<file path="src/hw/rtl/lsp_pkg.sv">
// Package: shared types, constants and functions of the light style pattern player.
`timescale 1ns / 1ps

package lsp_pkg;

  // Default sizes of the style tables.
  localparam int NUM_STYLES      = 64;
  localparam int MAX_PATTERN_LEN = 64;

  // Field widths of the word ports.
  localparam int FUNC_W   = 2;
  localparam int SIDX_W   = 8;
  localparam int POS_W    = 6;
  localparam int CHAR_W   = 8;
  localparam int LEN_W    = 7;
  localparam int FRAME_W  = 32;
  localparam int LEVEL_W  = 5;
  localparam int WEIGHT_W = 7;
  localparam int ACTIVE_W = 7;

  // Frame modulo length: this many quotient bits are resolved per cycle.
  localparam int DIV_BITS  = 4;
  localparam int DIV_STEPS = FRAME_W / DIV_BITS;
  localparam int STEP_W    = $clog2(DIV_STEPS);

  // Letter range and drive weight constants.
  localparam logic [CHAR_W-1:0]   LETTER_LO   = 8'd97;   // 'a'
  localparam logic [CHAR_W-1:0]   LETTER_HI   = 8'd122;  // 'z'
  localparam logic [CHAR_W-1:0]   ASCII_TOP   = 8'd127;
  localparam logic [LEVEL_W-1:0]  FULL_LEVEL  = 5'd25;
  localparam logic [WEIGHT_W-1:0] WEIGHT_BASE = 7'd25;
  localparam logic [WEIGHT_W-1:0] WEIGHT_STEP = 7'd3;

  typedef enum logic [FUNC_W-1:0] {
    FUNC_WRITE  = 2'd0,
    FUNC_LENGTH = 2'd1,
    FUNC_FRAME  = 2'd2,
    FUNC_QUERY  = 2'd3
  } func_e;

  typedef enum logic [2:0] {
    ST_IDLE,
    ST_EXEC,
    ST_LEN,
    ST_DIV,
    ST_RD,
    ST_FIN,
    ST_FULL
  } state_e;

  // Commands from the controller to the datapath.
  typedef struct packed {
    logic capture;
    logic store_we;
    logic len_we;
    logic frame_we;
    logic div_start;
    logic div_step;
    logic res_load;
    logic res_full;
  } cmd_t;

  // Status from the datapath to the controller.
  typedef struct packed {
    func_e func;
    logic  sidx_ok;
    logic  pos_ok;
    logic  plen_zero;
    logic  div_last;
    logic  out_free;
  } status_t;

  // Pattern byte to brightness level. Bytes of 128 and above are negative
  // as signed characters and so fall below 'a'.
  function automatic logic [LEVEL_W-1:0] letter_level(input logic [CHAR_W-1:0] b);
    logic [CHAR_W-1:0] diff;
    diff = b - LETTER_LO;
    if (b inside {[LETTER_LO:LETTER_HI]}) begin
      return diff[LEVEL_W-1:0];
    end else if (b inside {[LETTER_HI + 8'd1:ASCII_TOP]}) begin
      return FULL_LEVEL;
    end else begin
      return '0;
    end
  endfunction

  // Drive weight in hundredths: 25 + 3 * level.
  function automatic logic [WEIGHT_W-1:0] level_weight(input logic [LEVEL_W-1:0] lvl);
    return WEIGHT_BASE + WEIGHT_STEP * WEIGHT_W'(lvl);
  endfunction

endpackage

</file>
<file path="src/hw/rtl/lsp_ctrl.sv">
// Controller state machine: sequences each input word through the datapath.
`timescale 1ns / 1ps

module lsp_ctrl (
  input  logic              clk_i,
  input  logic              rst_ni,
  input  logic              in_valid_i,
  output logic              in_ready_o,
  input  lsp_pkg::status_t  stat_i,
  output lsp_pkg::cmd_t     cmd_o
);

  lsp_pkg::state_e state_q, state_d;

  always_ff @(posedge clk_i or negedge rst_ni) begin
    if (!rst_ni) begin
      state_q <= lsp_pkg::ST_IDLE;
    end else begin
      state_q <= state_d;
    end
  end

  // Next state.
  always_comb begin
    state_d = state_q;
    case (state_q)
      lsp_pkg::ST_IDLE: begin
        if (in_valid_i) state_d = lsp_pkg::ST_EXEC;
      end
      lsp_pkg::ST_EXEC: begin
        if (stat_i.func == lsp_pkg::FUNC_QUERY) begin
          state_d = stat_i.sidx_ok ? lsp_pkg::ST_LEN : lsp_pkg::ST_FULL;
        end else begin
          state_d = lsp_pkg::ST_IDLE;
        end
      end
      lsp_pkg::ST_LEN: begin
        state_d = stat_i.plen_zero ? lsp_pkg::ST_FULL : lsp_pkg::ST_DIV;
      end
      lsp_pkg::ST_DIV: begin
        if (stat_i.div_last) state_d = lsp_pkg::ST_RD;
      end
      lsp_pkg::ST_RD: begin
        state_d = lsp_pkg::ST_FIN;
      end
      lsp_pkg::ST_FIN, lsp_pkg::ST_FULL: begin
        if (stat_i.out_free) state_d = lsp_pkg::ST_IDLE;
      end
      default: state_d = lsp_pkg::ST_IDLE;
    endcase
  end

  // Outputs.
  always_comb begin
    cmd_o      = '0;
    in_ready_o = 1'b0;
    case (state_q)
      lsp_pkg::ST_IDLE: begin
        in_ready_o    = 1'b1;
        cmd_o.capture = in_valid_i;
      end
      lsp_pkg::ST_EXEC: begin
        cmd_o.store_we = (stat_i.func == lsp_pkg::FUNC_WRITE) && stat_i.sidx_ok
                         && stat_i.pos_ok;
        cmd_o.len_we   = (stat_i.func == lsp_pkg::FUNC_LENGTH) && stat_i.sidx_ok;
        cmd_o.frame_we = (stat_i.func == lsp_pkg::FUNC_FRAME);
      end
      lsp_pkg::ST_LEN: begin
        cmd_o.div_start = 1'b1;
      end
      lsp_pkg::ST_DIV: begin
        cmd_o.div_step = 1'b1;
      end
      lsp_pkg::ST_FIN: begin
        cmd_o.res_load = stat_i.out_free;
      end
      lsp_pkg::ST_FULL: begin
        cmd_o.res_load = stat_i.out_free;
        cmd_o.res_full = 1'b1;
      end
      default: ;
    endcase
  end

endmodule

</file>
<file path="config.mk">
export PLATFORM = sky130hd
export DESIGN_NAME = lsp_ctrl
export DESIGN_NICKNAME = d
export VERILOG_FILES = /design/src/hw/rtl/lsp_pkg.sv /design/src/hw/rtl/lsp_ctrl.sv
export SDC_FILE = /design/constraint.sdc
export NUM_CORES = 1
export LEC_CHECK = 0
export CELL_PAD_IN_SITES_DETAIL_PLACEMENT = 1
export CELL_PAD_IN_SITES_GLOBAL_PLACEMENT = 1
export CORE_AREA = 2 2 39 41
export DETAILED_ROUTE_END_ITERATION = 16
export DIE_AREA = 0 0 41 43
export DONT_BUFFER_PORTS = 1
export PLACE_DENSITY_LB_ADDON = 0.1
export SYNTH_ARGS = -nofsm -noshare
export SYNTH_HDL_FRONTEND = slang
export SYNTH_SLANG_ARGS = --single-unit
</file>
<file path="constraint.sdc">
create_clock -name clk_i -period 4.4 [get_ports clk_i]
set_clock_uncertainty 0.15 [all_clocks]
set_input_delay 0.22 -clock clk_i [delete_from_list [all_inputs] [get_ports clk_i]]
set_output_delay 0.22 -clock clk_i [all_outputs]
set_load 0.01 [all_outputs]
</file>
==> impl_results.md <==
- Run status: completed
- Reg2Reg Launch Point: state_q[0]
- Synth unique cells: 23
- Vias in the first global route: 309
- PwrDens: 700 mW/mm2
- Total wire length: 836 um
- Remaining DRCs: 0
- CTS tree: yes
- Share of the synthesized area in the top cell type: 24.7%
- Ys Warns: 0
- Clock sink count: 3
- Max-slew violation count: 0
- Met2 Routed Length: 384 um
- Initial antenna violation count: 0
- Sequential cell area: 75.1 um2
- Met3 WL: 50 um
- Worst Max-Slew Pin Slew: 0.488 ns
- N_diodes: 0
- Clock slew at reported path FFs: 0.04 ns
- CTS buffer count: 3
- Max Freq: 514 MHz
- Slew headroom: 67.2%
- Fin. Hold Viols: 0
- Startpoint Class: flop
- First-pass GRT wire length: 1350 um
- Layout cells sized above 1: 11.6%
- Post-synth top area cell: dfrtp_1
- Vias: 312
- Asr flop ratio synth: 100%
- Seq cells post-synth: 3
- Mapped cell area: 304 um2
- Worst hold margin: 0.0652 ns
- Tot Pwr: 254 uW
- Post-layout min period: 1.94 ns
- Reg with most FFs: state_q
- IO Count: 19
- Endpoints failing setup: 0
- Core box area: 0.00138 mm2
- Syn Area/Cell: 7.80 um2
- Multi-input logic area: 200 um2
- Top Registers: state_q x3
- Largest net degree at the start of global routing: 14
- Rows: 14
- LEAKAGE: 0.000156 uW
- R2r endpoint: state_q[2]
- Final nets: 54
- Routed len/inst: 14.2 um
- Die footprint: 0.00176 mm2
- Post-synth top cells: and3_1 (4), nand2_1 (4), dfrtp_1 (3), inv_1 (3)
- CP max stage delay: 0.52 ns
- Worst Setup End Kind: output pin
- Crit Path Max Fanout: 11
- Max Buffers Root-to-Sink: 2
- Peak supply drop: 232 uV
- Synth-to-Final Area Change: 19.3%
- Layout filler cell count: 178
- Post-Syn Nets: 49
- Vias per Instance: 5.29
- Worst min path class: input pin to asynchronous set/reset pin
- Port buffer count: 0
- Tcrit/Tclk final: 44.2%
- Top sig layer: met4
- WP data arrival: 1.57 ns
- Top_reg_cell synth: dfrtp_1
- Clk Latency, worst-skew pair: 0.24 ns
- Grt total ovfl: 0
- Fin Setup TNS: 0 ns
- Register area share after synthesis: 24.7%
- First-pass iteration count of the detailed router: 1
- M1 wire length: 351 um
- Slowest CP cell: dfrtp_1
- Worst path required time: 4.03 ns
- Htree depth: 1
- Routed Antenna Nets: 0
- Cell family with most CP delay: simple AND/OR/NAND/NOR gates
- Initial DRC count: 0
- Final Cell Area: 363 um2
- Non-filler instance count after layout: 59
- R2R depth: 3
- R2R setup slack: 2.48 ns
- DP Area: 307 um2
- Largest register FFs: 3
- Critical path class: flop to output pin
- Crit. Startpoint: state_q[0]
- Synth area leaders: dfrtp_1 (25%), and3_1 (8.2%), a2111oi_2 (4.9%)
- Cells after Synth: 39
- Placed cells: 52
- CTS root buf: clkbuf_4
- RSZ-0062 raised after global routing: false
- Starting Density: 22.0%
- Die Span Y: 43 um
- Number of synthesized flops with an enable pin: 0
- Chip width: 41 um
- GRT Total Usage: 12.3%
- RePlAce Congestion: 0.699
- Post-detail-place hpwl: 590 um
- CP Buf/Inv Count: 0
- Number of max-cap violations: 0
- Crit-path cells: or3b_4, nor3b_1
- Post_cts resized: 0
==> worst register-to-register path, delay by kind of cell (launching register included) <==
family / cells / cell delay, ns
AOI/OAI and AO/OA: 2 / 0.69
and+or+nand+nor: 1 / 0.45
DFF: 1 / 0.52
==> area by class of cell <==
type / count / share of cell area, %
Multi-Input combinational cell: 30 / 55.2
Sequential cell: 3 / 20.7
Timing Repair Buffer: 3 / 8.28
Clock buffer: 4 / 7.24
Tap cell: 16 / 5.52
Inverter: 3 / 3.10
==> placed cells by master, fill, tap and decap left out, types with 3 or more instances in the layout <==
cell           n
nand2_1        4
clkbuf_4       3
dlygate4sd3_1  3
and3_1         4
dfrtp_1        3
inv_1          3
==> repair_timing <==
item | CTS | global route
hold buffers | 3 | 0
setup buffers | 0 | 0
endpoints found under the setup margin | 0 | 0
hold endpoints to repair | 4 | 0
==> routing by layer <==
layer	vias up	global-route usage, %
met1	142	15.5
met3	5	2.09
met2	17	14.4
met5	-	0
met4	0	16.0
li1	148	-
==> per-stage QoR <==
step | worst slack [ns] | util, %
finish | 2.46 | 26.2
global route | 2.36 | 26.2
CTS | 2.43 | 26.2
detailed placement | 2.48 | 22.2
global placement | 2.51 | 22.2
floorplan | 2.73 | -
==> cell families after synthesis <==
kind of cell	synth area share, %
simple gates	37.0
buf+inv	9.47
flops	24.7
fa+ha+maj	3.29
compound gates	19.3
mux	3.29
xor+xnor	2.88
==> report_power, final <==
group	switching, uW	internal, uW	total [uW]
Combinational	62.7	59.8	123
Clock	16.5	34.1	50.6
Sequential	39.7	41.3	81.0
Total	119	135	254
==> worst max path at each step <==
stage,endpoint,slack [ns],cells past startpoint
2_1_floorplan,state_q[2],2.73,3
3_3_place_gp,state_q[2],2.51,3
3_5_place_dp,state_q[2],2.48,3
4_1_cts,cmd_o[4],2.43,2
5_1_grt,state_q[2],2.36,3
6_report,cmd_o[4],2.46,2
Power figures use the tool's default switching activity.
